## src/rtl/hrht_pkg.sv

```systemverilog
package hrht_pkg;

  // Item kind codes on the input channel
  typedef enum logic [1:0] {
    KIND_DATA  = 2'd0,
    KIND_EOS   = 2'd1,
    KIND_START = 2'd2
  } kind_e;

  // Parser states; codes above ST_DONE are never entered and act as finished
  typedef enum logic [3:0] {
    ST_RL_START   = 4'd0,
    ST_RL_METHOD  = 4'd1,
    ST_RL_URL     = 4'd2,
    ST_RL_VERSION = 4'd3,
    ST_RL_END     = 4'd4,
    ST_RL_ERROR   = 4'd5,
    ST_HD_START   = 4'd6,
    ST_HD_KEY     = 4'd7,
    ST_HD_VALUE   = 4'd8,
    ST_HD_NEXT    = 4'd9,
    ST_HD_LINEEND = 4'd10,
    ST_HD_END     = 4'd11,
    ST_HD_ERROR   = 4'd12,
    ST_DONE       = 4'd13
  } parse_state_e;

  typedef enum logic [2:0] {
    TK_SKIP    = 3'd0,
    TK_METHOD  = 3'd1,
    TK_URL     = 3'd2,
    TK_VERSION = 3'd3,
    TK_KEY     = 3'd4,
    TK_VALUE   = 3'd5,
    TK_LINEEND = 3'd6,
    TK_HEADEND = 3'd7
  } token_e;

  typedef enum logic [1:0] {
    SS_BUSY      = 2'd0,
    SS_COMPLETE  = 2'd1,
    SS_BAD       = 2'd2,
    SS_TRUNCATED = 2'd3
  } status_e;

  // Character constants
  localparam logic [7:0] CH_SPACE    = 8'h20;
  localparam logic [7:0] CH_CR       = 8'h0D;
  localparam logic [7:0] CH_LF       = 8'h0A;
  localparam logic [7:0] CH_COLON    = 8'h3A;
  localparam logic [7:0] CH_UPPER_A  = 8'h41;
  localparam logic [7:0] CH_UPPER_Z  = 8'h5A;
  localparam logic [7:0] CH_LOWER_A  = 8'h61;
  localparam logic [7:0] CH_LOWER_Z  = 8'h7A;
  localparam logic [7:0] CH_CASE_BIT = 8'h20;

  // Parser state carried from beat to beat
  typedef struct packed {
    parse_state_e parse_state;
    logic         value_started;
    status_e      final_status;
  } hrht_state_t;

  // One result beat
  typedef struct packed {
    logic [7:0] char_out;
    token_e     token_class;
    status_e    status;
  } hrht_result_t;

endpackage

```

## src/rtl/hrht_if.sv

```systemverilog
// Input channel: one request byte or control beat
interface hrht_in_if;
  logic       valid;
  logic       ready;
  logic [1:0] kind;
  logic [7:0] byte_in;

  modport source (output valid, output kind, output byte_in, input ready);
  modport sink   (input valid, input kind, input byte_in, output ready);
endinterface

// Output channel: one tagged byte with status
interface hrht_out_if;
  logic       valid;
  logic       ready;
  logic [7:0] char_out;
  logic [2:0] token_class;
  logic [1:0] status;

  modport source (output valid, output char_out, output token_class, output status,
                  input ready);
  modport sink   (input valid, input char_out, input token_class, input status,
                  output ready);
endinterface

```

## src/rtl/http_request_head_tokenizer_unit.sv

```systemverilog
// Channel | Dir | Beat payload                      | Accepted when
// in_i    | in  | kind[1:0], byte_in[7:0]           | valid && ready
// out_o   | out | char_out[7:0], token_class[2:0],  | valid && ready
//         |     | status[1:0]                       |
//
// Each beat is registered on entry, classified combinationally from the input
// register against the parser state, and lands in the output register.
// One beat per cycle is sustained while out_o.ready holds; the state register update sets that rate.
// A stalled output holds the output register and, once the input register is
// also full, drops in_i.ready. Reset (rst_ni low, asynchronous) returns the
// parser to the start of a request line with status in progress.
module http_request_head_tokenizer_unit import hrht_pkg::*; (
  input  logic  clk_i,
  input  logic  rst_ni,
  hrht_in_if.sink    in_i,
  hrht_out_if.source out_o
);

  logic         s1_valid_q;
  logic [1:0]   s1_kind_q;
  logic [7:0]   s1_byte_q;
  logic         s1_advance;
  logic         out_valid_q;
  hrht_result_t out_q;
  hrht_result_t result_d;
  hrht_state_t  state_q;
  hrht_state_t  state_d;

  // Handshake: stage 1 moves when the output register is free or draining
  assign s1_advance = s1_valid_q && (!out_valid_q || out_o.ready);
  assign in_i.ready = !s1_valid_q || s1_advance;

  // Input register
  always_ff @(posedge clk_i or negedge rst_ni) begin
    if (!rst_ni) begin
      s1_valid_q <= 1'b0;
    end else if (in_i.ready) begin
      s1_valid_q <= in_i.valid;
    end
  end

  always_ff @(posedge clk_i) begin
    if (in_i.ready && in_i.valid) begin
      s1_kind_q <= in_i.kind;
      s1_byte_q <= in_i.byte_in;
    end
  end

  hrht_classify u_classify (
    .state_i  (state_q),
    .kind_i   (s1_kind_q),
    .byte_i   (s1_byte_q),
    .state_o  (state_d),
    .result_o (result_d)
  );

  // Parser state
  always_ff @(posedge clk_i or negedge rst_ni) begin
    if (!rst_ni) begin
      state_q.parse_state   <= ST_RL_START;
      state_q.value_started <= 1'b0;
      state_q.final_status  <= SS_BUSY;
    end else if (s1_advance) begin
      state_q <= state_d;
    end
  end

  // Output register
  always_ff @(posedge clk_i or negedge rst_ni) begin
    if (!rst_ni) begin
      out_valid_q <= 1'b0;
    end else if (s1_advance) begin
      out_valid_q <= 1'b1;
    end else if (out_o.ready) begin
      out_valid_q <= 1'b0;
    end
  end

  always_ff @(posedge clk_i) begin
    if (s1_advance) begin
      out_q <= result_d;
    end
  end

  assign out_o.valid       = out_valid_q;
  assign out_o.char_out    = out_q.char_out;
  assign out_o.token_class = out_q.token_class;
  assign out_o.status      = out_q.status;

`ifndef NO_ASSERTIONS
  // Finished state and a final status always go together
  a_done_status: assert property (@(posedge clk_i) disable iff (!rst_ni)
    (state_q.parse_state == ST_DONE) == (state_q.final_status != SS_BUSY))
    else $error("parse state and final status disagree");

  // A start request always reports in progress
  a_start_busy: assert property (@(posedge clk_i) disable iff (!rst_ni)
    (s1_advance && (s1_kind_q == KIND_START)) |=> (out_o.status == SS_BUSY))
    else $error("start request did not clear status");

  // Head end tag only with a complete head
  a_headend: assert property (@(posedge clk_i) disable iff (!rst_ni)
    (out_valid_q && (out_o.token_class == TK_HEADEND)) |-> (out_o.status == SS_COMPLETE))
    else $error("head end without complete status");
`endif

endmodule

```

## src/rtl/hrht_classify.sv

```systemverilog
module hrht_classify import hrht_pkg::*; (
  input  hrht_state_t  state_i,
  input  logic [1:0]   kind_i,
  input  logic [7:0]   byte_i,
  output hrht_state_t  state_o,
  output hrht_result_t result_o
);

  function automatic logic is_lower(input logic [7:0] c);
    return (c >= CH_LOWER_A) && (c <= CH_LOWER_Z);
  endfunction

  function automatic logic is_upper(input logic [7:0] c);
    return (c >= CH_UPPER_A) && (c <= CH_UPPER_Z);
  endfunction

  logic        in_req_line;
  logic [7:0]  c;
  hrht_state_t st;
  token_e      tk;
  logic [7:0]  ch;

  assign in_req_line = (state_i.parse_state <= ST_RL_ERROR);

  // Request-line bytes are lowercased before classification
  always_comb begin
    c = byte_i;
    if (in_req_line && is_upper(byte_i)) begin
      c = byte_i | CH_CASE_BIT;
    end
  end

  // Next state and token for this beat
  always_comb begin
    st = state_i;
    tk = TK_SKIP;
    ch = 8'd0;
    unique case (kind_i)
      KIND_START: begin
        st.parse_state   = ST_RL_START;
        st.value_started = 1'b0;
        st.final_status  = SS_BUSY;
      end
      KIND_EOS: begin
        if (state_i.parse_state <= ST_RL_ERROR) begin
          st.parse_state  = ST_DONE;
          st.final_status = SS_TRUNCATED;
        end else if (state_i.parse_state <= ST_HD_ERROR) begin
          st.parse_state  = ST_DONE;
          st.final_status = SS_COMPLETE;
        end
      end
      KIND_DATA: begin
        ch = c;
        unique case (state_i.parse_state)
          ST_RL_START: begin
            if (is_lower(c)) begin
              tk = TK_METHOD;
              st.parse_state = ST_RL_METHOD;
            end else if (c != CH_SPACE) begin
              st.parse_state = ST_RL_ERROR;
            end
          end
          ST_RL_METHOD: begin
            if (is_lower(c)) tk = TK_METHOD;
            else if (c == CH_SPACE) st.parse_state = ST_RL_URL;
          end
          ST_RL_URL: begin
            if (c != CH_SPACE) tk = TK_URL;
            else st.parse_state = ST_RL_VERSION;
          end
          ST_RL_VERSION: begin
            if (c != CH_CR) tk = TK_VERSION;
            else st.parse_state = ST_RL_END;
          end
          ST_RL_END: begin
            if (c == CH_LF) begin
              tk = TK_LINEEND;
              st.parse_state = ST_HD_START;
            end else begin
              st.parse_state  = ST_DONE;
              st.final_status = SS_BAD;
            end
          end
          ST_RL_ERROR, ST_HD_ERROR: begin
            st.parse_state  = ST_DONE;
            st.final_status = SS_BAD;
          end
          ST_HD_START: begin
            if (is_lower(c) || is_upper(c)) begin
              tk = TK_KEY;
              st.parse_state = ST_HD_KEY;
            end else begin
              st.parse_state = ST_HD_ERROR;
            end
          end
          ST_HD_KEY: begin
            if (c != CH_COLON) begin
              tk = TK_KEY;
            end else begin
              st.value_started = 1'b0;
              st.parse_state   = ST_HD_VALUE;
            end
          end
          ST_HD_VALUE: begin
            // leading spaces of a value are dropped
            if (c == CH_CR) begin
              st.parse_state = ST_HD_NEXT;
            end else if (state_i.value_started || (c != CH_SPACE)) begin
              tk = TK_VALUE;
              st.value_started = 1'b1;
            end
          end
          ST_HD_NEXT: begin
            if (c == CH_LF) begin
              tk = TK_LINEEND;
              st.parse_state = ST_HD_LINEEND;
            end else begin
              st.parse_state = ST_HD_ERROR;
            end
          end
          ST_HD_LINEEND: begin
            if (is_lower(c) || is_upper(c)) begin
              tk = TK_KEY;
              st.parse_state = ST_HD_KEY;
            end else if (c == CH_CR) begin
              st.parse_state = ST_HD_END;
            end else begin
              st.parse_state = ST_HD_ERROR;
            end
          end
          ST_HD_END: begin
            st.parse_state = ST_DONE;
            if (c == CH_LF) begin
              tk = TK_HEADEND;
              st.final_status = SS_COMPLETE;
            end else begin
              st.final_status = SS_BAD;
            end
          end
          default: begin
            // finished: byte passes with no tag
          end
        endcase
      end
      default: begin
        // unused kind: no change
      end
    endcase
  end

  assign state_o              = st;
  assign result_o.char_out    = ch;
  assign result_o.token_class = tk;
  assign result_o.status      = st.final_status;

endmodule
```

## src/flat_wrapper.sv

```systemverilog
// flat-port wrapper written by rule: the top's interface ports become plain ports
module http_request_head_tokenizer_unit_flat import hrht_pkg::*;
  (clk_i, rst_ni, in_i_valid, in_i_kind, in_i_byte_in, in_i_ready, out_o_valid, out_o_char_out, out_o_token_class, out_o_status, out_o_ready);
  hrht_in_if in_i_i ();
  hrht_out_if out_o_i ();
  input  logic clk_i;
  input  logic rst_ni;
  input wire logic [$bits(in_i_i.valid)-1:0] in_i_valid;
  input wire logic [$bits(in_i_i.kind)-1:0] in_i_kind;
  input wire logic [$bits(in_i_i.byte_in)-1:0] in_i_byte_in;
  output wire logic [$bits(in_i_i.ready)-1:0] in_i_ready;
  output wire logic [$bits(out_o_i.valid)-1:0] out_o_valid;
  output wire logic [$bits(out_o_i.char_out)-1:0] out_o_char_out;
  output wire logic [$bits(out_o_i.token_class)-1:0] out_o_token_class;
  output wire logic [$bits(out_o_i.status)-1:0] out_o_status;
  input wire logic [$bits(out_o_i.ready)-1:0] out_o_ready;
  assign in_i_i.valid = in_i_valid;
  assign in_i_i.kind = in_i_kind;
  assign in_i_i.byte_in = in_i_byte_in;
  assign in_i_ready = in_i_i.ready;
  assign out_o_valid = out_o_i.valid;
  assign out_o_char_out = out_o_i.char_out;
  assign out_o_token_class = out_o_i.token_class;
  assign out_o_status = out_o_i.status;
  assign out_o_i.ready = out_o_ready;
  http_request_head_tokenizer_unit u_core (.clk_i(clk_i), .rst_ni(rst_ni), .in_i(in_i_i), .out_o(out_o_i));
endmodule
```

## config.mk

```make
export PLATFORM = sky130hd
export DESIGN_NAME = http_request_head_tokenizer_unit_flat
export DESIGN_NICKNAME = d
export VERILOG_FILES = /design/src/rtl/hrht_pkg.sv /design/src/rtl/hrht_if.sv /design/src/rtl/http_request_head_tokenizer_unit.sv /design/src/rtl/hrht_classify.sv /design/src/flat_wrapper.sv
export SDC_FILE = /design/constraint.sdc
export NUM_CORES = 1
export LEC_CHECK = 0
export ABC_AREA = 1
export BUFFER_PORTS_ARGS = -buffer_cell sky130_fd_sc_hd__buf_4
export CAP_MARGIN = 30
export CORE_UTILIZATION = 56
export CTS_CLUSTER_DIAMETER = 40
export DETAILED_ROUTE_END_ITERATION = 7
export PLACE_DENSITY = 0.79
export SYNTH_ARGS = -nofsm -noshare
export SYNTH_HDL_FRONTEND = slang
export SYNTH_SLANG_ARGS = --single-unit
```

## constraint.sdc

```tcl
create_clock -name clk_i -period 2.3 [get_ports clk_i]
set_input_delay 0.46 -clock clk_i [delete_from_list [all_inputs] [get_ports clk_i]]
set_output_delay 0.46 -clock clk_i [all_outputs]
set_load 0.02 [all_outputs]
```

# Word-level counts from Yosys, hierarchy flattened
# Index checks and enable logic that the tools add are counted.
[word_totals]
reg_bits = 32
latchBits = 0
ramBits = 0
romBits = 0
in_bits = 14
output_inout_bits = 15
elab_cells = 114
mem_count = 0
[classes]
addsub = 0
n_mul = 0
div = 0
magnitude_cmp = 8
eq_ne = 32
n_shift = 0
mux = 40
bitwise = 0
n_reduce_logical = 24
[op_table]
columns = ["operator", "count"]
rows = [
  ["$mux W4", 12],
  ["$pmux W4 S11", 1],
  ["$ne A3 B3 Y1 const B", 9],
  ["$ge A8 B7 Y1 const B", 3],
  ["$le A8 B7 Y1 const B", 3],
  ["$mux W3", 8],
  ["$pmux W3 S8", 1],
  ["$eq A4 B4 Y1 const B", 5],
  ["$eq A4 B3 Y1 const B", 4],
  ["$eq A8 B4 Y1 const B", 2],
  ["$ne A8 B6 Y1 const B", 2],
  ["$mux W2", 6],
  ["$ne A12 B2 Y1 const B", 1],
  ["$pmux W2 S3", 2],
  ["$pmux W4 S3", 1],
  ["$reduce_and A11 Y1", 1],
  ["$eq A4 B2 Y1 const B", 2],
  ["$eq A8 B6 Y1 const B", 1],
  ["$ne A8 B4 Y1 const B", 1],
  ["$reduce_or A2 Y1", 4],
  ["$logic_and A1 B1 Y1", 6],
  ["$mux W6", 1],
  ["$reduce_and A6 Y1", 1],
  ["$mux W1", 5],
  ["other kinds (16)", 22],
]

# Depth between registers and ports, before layout
[logic_depth]
word_depth = 10
depth_mapped = 15

# Modules after synthesis
# A second synthesis with hierarchy kept.
[unflattened]
hier_cells = 252
hier_area_um2 = 1925.6
[modules_own_cells]
columns = ["module", "instances", "cells_each", "area_each_um2", "seq_area_each_um2"]
rows = [
  ["http_request_head_tokenizer_unit", 1, 63, 1051.0, 915.9],
  ["hrht_classify", 1, 189, 874.6, 0.0],
]

# Worst setup path before layout
# No wires, ideal clock.
[synth_timing]
path_kind = "register -> register"
from = "reg u_core.s1_byte_q[1]"
to = "reg u_core.out_q, in the netlist u_core.out_o.token_class[2], data pin"
arrival_time_ns = 1.429
t_required_ns = 2.030
slack_ns = 0.600
path_stages_with_launch = 11
n_path_buf = 0
synth_period_minus_slack_ns = 1.700
cell_sequence = "edfxtp_1 nor2_1 nand2_1 nor2_1 inv_1 nor2_2 inv_1 o21ai_1 nand2_1 a221oi_1 a21oi_1"
[synth_via]
elab_chain_cells = 9
elab_cells_between_ends = 24
cone_classes = "order compare (6); eq/ne (4); mux (8); reduce/logical (6)"
[synth_rtl]
columns = ["element", "line_no", "source"]
rows = [
  ["start: declaration", "http_request_head_tokenizer_unit.sv:21", "logic [7:0] s1_byte_q;"],
  ["start signal: assignment", "http_request_head_tokenizer_unit.sv:45", "s1_byte_q <= in_i.byte_in;"],
  ["$ge A8 B7 Y1 or $le A8 B7 Y1 (tied branches)", "hrht_classify.sv:14", "return (c >= CH_UPPER_A) && (c <= CH_UPPER_Z);"],
  ["$logic_and A1 B1 Y1", "hrht_classify.sv:14", ""],
  ["$logic_and A1 B1 Y1", "hrht_classify.sv:28", "if (in_req_line && is_upper(byte_i)) begin"],
  ["$mux W6 *", "hrht_classify.sv:28", ""],
  ["$ge A8 B7 Y1, or another cell as far along", "hrht_classify.sv:10", "return (c >= CH_LOWER_A) && (c <= CH_LOWER_Z);"],
  ["$logic_and A1 B1 Y1, or another cell as far along", "hrht_classify.sv:10", ""],
  ["$logic_or A1 B1 Y1 or $mux W3 (tied branches)", "hrht_classify.sv:90, hrht_classify.sv:123, hrht_classify.sv:109", ""],
  ["$mux W3 (on tied branches)", "hrht_classify.sv:90, hrht_classify.sv:123, hrht_classify.sv:107", ""],
  ["$pmux W3 S8 *", "hrht_classify.sv:55", "unique case (state_i.parse_state)"],
  ["end signal: assignment", "http_request_head_tokenizer_unit.sv:81", "out_q <= result_d;"],
  ["end: declaration", "http_request_head_tokenizer_unit.sv:24", "hrht_result_t out_q;"],
]
# Every way passes the cells marked *; elsewhere a longest branch is shown, timed or not.
# A chain may end at the register's enable or synchronous reset.

# Worst setup path in the final report
# Ends and elaborated chain as after synthesis.

==> flow_metrics.py <==
metrics = {
    "status": {
        "status": "finished clean",
    },
    "synthesis": {
        "syn-num-nets": 238,
        "yosysMostFrequentCell": "nand2_1",
        "seq_area_frac_synth_pct": 50.9,
        "netlist_instances": 224,
        "synth_edf_count": 23,
        "synth_top_cell_by_area": "edfxtp_1",
        "syn_area_per_cell_um2": 8.04,
        "ys_ff_latch": 32,
        "ys_types": 29,
        "synth_area_leaders": "edfxtp_1, dfrtp_1, nand2_1, inv_1, nor2_1",
        "synth_area_um2": 1800,
        "synthArstFlopShare_pct": 28.1,
        "ys_warn_count": 0,
        "netlist.area_leader.share_pct": 38.4,
        "yosys-top-cells-count": "nand2_1, inv_1, nor2_1",
        "ys.flop_type": "edfxtp_1",
    },
    "sta": {
        "tightest_slew_ns": 0.408,
        "setup_viol": 0,
        "fin_crit_sh_pct": 89.0,
        "slew_viol_final": 0,
        "max_slew_margin_pct": 72.7,
        "setup_tns_ns": 0,
        "fin_crit_ns": 2.05,
        "rsz0062_at_grt": "false",
        "max_freq_mhz": 489,
        "final-hold-violation-count": 0,
        "clock_skew_ns": 0.0105,
    },
    "floorplanning": {
        "die_x_um": 58.7,
        "ios": 29,
        "start_util_pct": 59.0,
        "die_area_um2": 3450,
        "coreArea_um2": 3050,
        "die_y_um": 58.7,
        "std_cell_rows": 20,
    },
    "cts": {
        "cts.clk_slew.worst_paths_ns": 0.10,
        "clk_latency_ns": 0.33,
        "cts_resized": 0,
        "root_buffer": "clkbuf_4",
        "clkSinkCount": 32,
        "clk_path_buf_depth": 2,
        "cts_made_buffers": 5,
        "cts.htree.levels": 2,
        "cts_tree": "yes",
        "cts_setup_buffers": 0,
    },
    "global_route": {
        "grt_max_degree": 14,
        "grt_pass1_vias": 1430,
        "grt_overflow": 0,
        "antenna_found_initial": 0,
        "grt_first_pass_wirelength_um": 6550,
        "track_usage_pct": 26.2,
    },
    "routing": {
        "drtIter0Drc": 96,
        "dr.pass1.iters": 4,
        "drc": 0,
        "wl_per_cell_um": 12.7,
        "routed_wl_um": 3910,
        "via_count": 1603,
        "ant_nets": 0,
        "vias_per_cell": 5.22,
    },
    "worst_hold_path": {
        "hp-start": "in_i_kind[1]",
        "hold_path.class": "in -> reg",
    },
    "worst_setup_path": {
        "path_class": "reg -> reg",
        "reg2reg_from": "u_core.s1_byte_q[1]",
        "setup.worst_path.start_class": "flip-flop",
        "worstPathMaxFanout": 5,
        "cp.arrival_ns": 2.12,
        "cp.required_ns": 2.37,
        "crit_path_end_kind": "flip-flop",
        "startpoint": "u_core.s1_byte_q[1]",
    },
    "flow_run": {
        "drv_cap": 0,
    },
    "pwr": {
        "leakagePower_uw": 0.00102,
        "peakVddDrop_mv": 0.632,
        "powerDensity_nw_per_um2": 880,
    },
    "finish": {
        "nNetsFinal": 276,
        "layout.cells.non_filler": 307,
        "final_layout_size_suffix_gt1_share_pct": 20.5,
        "diodes": 0,
        "area_growth_pct": 19.2,
    },
    "placed_design": {
        "place.gp.congestion": 1.01,
        "io_buffers": 28,
        "dp.cells": 298,
        "dp_hpwl_um": 3090,
    },
}
-- through the flow --
| stage | total power, uW | setup WS, ns | hold WS [ns] | cell area (um^2) | util (%) |
|---|---|---|---|---|---|
| after global routing | 2020 | 0.0461 | 0.272 | 2150 | 70.3 |
| after floorplan | 1360 | 0.600 | 0.164 | 1800 | - |
| final | 1890 | 0.253 | 0.297 | 2150 | 70.3 |
| after global placement | 1600 | 0.304 | 0.291 | 2080 | 68.3 |
| after CTS | 1890 | 0.297 | 0.286 | 2150 | 70.3 |
| after detailed placement | 1580 | 0.322 | 0.292 | 2080 | 68.3 |
-- registers in the layout, indices dropped and copies added (netlist names) --
register,flops
u_core.s1_byte_q,8
u_core.out_o.valid,1
u_core.out_o.status,2
u_core.out_o.token_class,3
u_core.state_q,7
u_core.s1_kind_q,2
u_core.s1_valid_q,1
u_core.out_o.char_out,8
-- where the power goes --
part           internal (uW)  switching [uW]  leakage, uW  total (uW)
logic                    269             496     0.000652         765
clock network            116             189    0.0000259         305
registers                736            84.1     0.000340         820
total                   1120             769      0.00102        1890
-- repair_timing --
action                                  in CTS  in global routing
hold endpoints to repair                     9                  0
hold buffers                                 1                  0
endpoints found under the setup margin       0                  0
-- kinds of logic (layout without fill, tap and decap cells) --
family	after synthesis	in the layout	synth area share, %
flip-flops	32	32	50.9
AO/OA/AOI/OAI	34	34	11.6
buffers and inverters	39	78	8.13
AND/OR/NAND/NOR	119	119	29.4
-- final cells by class --
cell class	instances	area [um^2]
Fill cell	263	906
Sequential cell	32	916
Multi-Input combinational cell	153	738
Inverter	38	143
Clock buffer	6	41.3
Clock inverter	2	11.3
Timing Repair Buffer	32	243
Tap cell	44	55.1
-- final timing paths --
check | end | slack [ns] | depth (start not counted)
hold / removal | u_core.s1_kind_q[1] | 0.30 | 1
min in group asynchronous | u_core.state_q[4] | 0.47 | 2
max in group asynchronous | u_core.state_q[1] | 1.69 | 2
hold reg to reg | u_core.state_q[2] | 0.51 | 2
setup / recovery | u_core.out_o.token_class[2] | 0.25 | 10
setup reg to reg | u_core.out_o.token_class[2] | 0.25 | 10
-- critical path: stages (launching register included) --
cell and delay (ns):
edfxtp_1 0.48, nor2_1 0.14, nand2_1 0.09, nor2_1 0.09, inv_1 0.08, nor2_2 0.17
inv_1 0.09, o21ai_1 0.19, nand2_1 0.08, a221oi_1 0.25, a21oi_1 0.12
-- placed cells by master, fill, tap and decap left out, types with 2 or more instances in the layout --
master     count
nand2_1       56
inv_1         32
buf_4         31
nor2_1        30
edfxtp_1      23
nand3_1       13
a21oi_1       11
dfrtp_1        9
o21ai_0        7
inv_2          6
nand4_1        5
o21ai_1        5
clkbuf_4       5
nor2_2         4
nor3_1         4
nor2_4         2
o2111ai_1      2
o31ai_1        2
-- routing by layer --
metal | track usage [%] | part of all wire [%]
met5 | 0 | 0
met4 | 9.18 | 2.2
met3 | 7.47 | 9.8
met2 | 36.8 | 41
met1 | 39.0 | 47
Note: power is estimated with default switching activity, not from simulation.
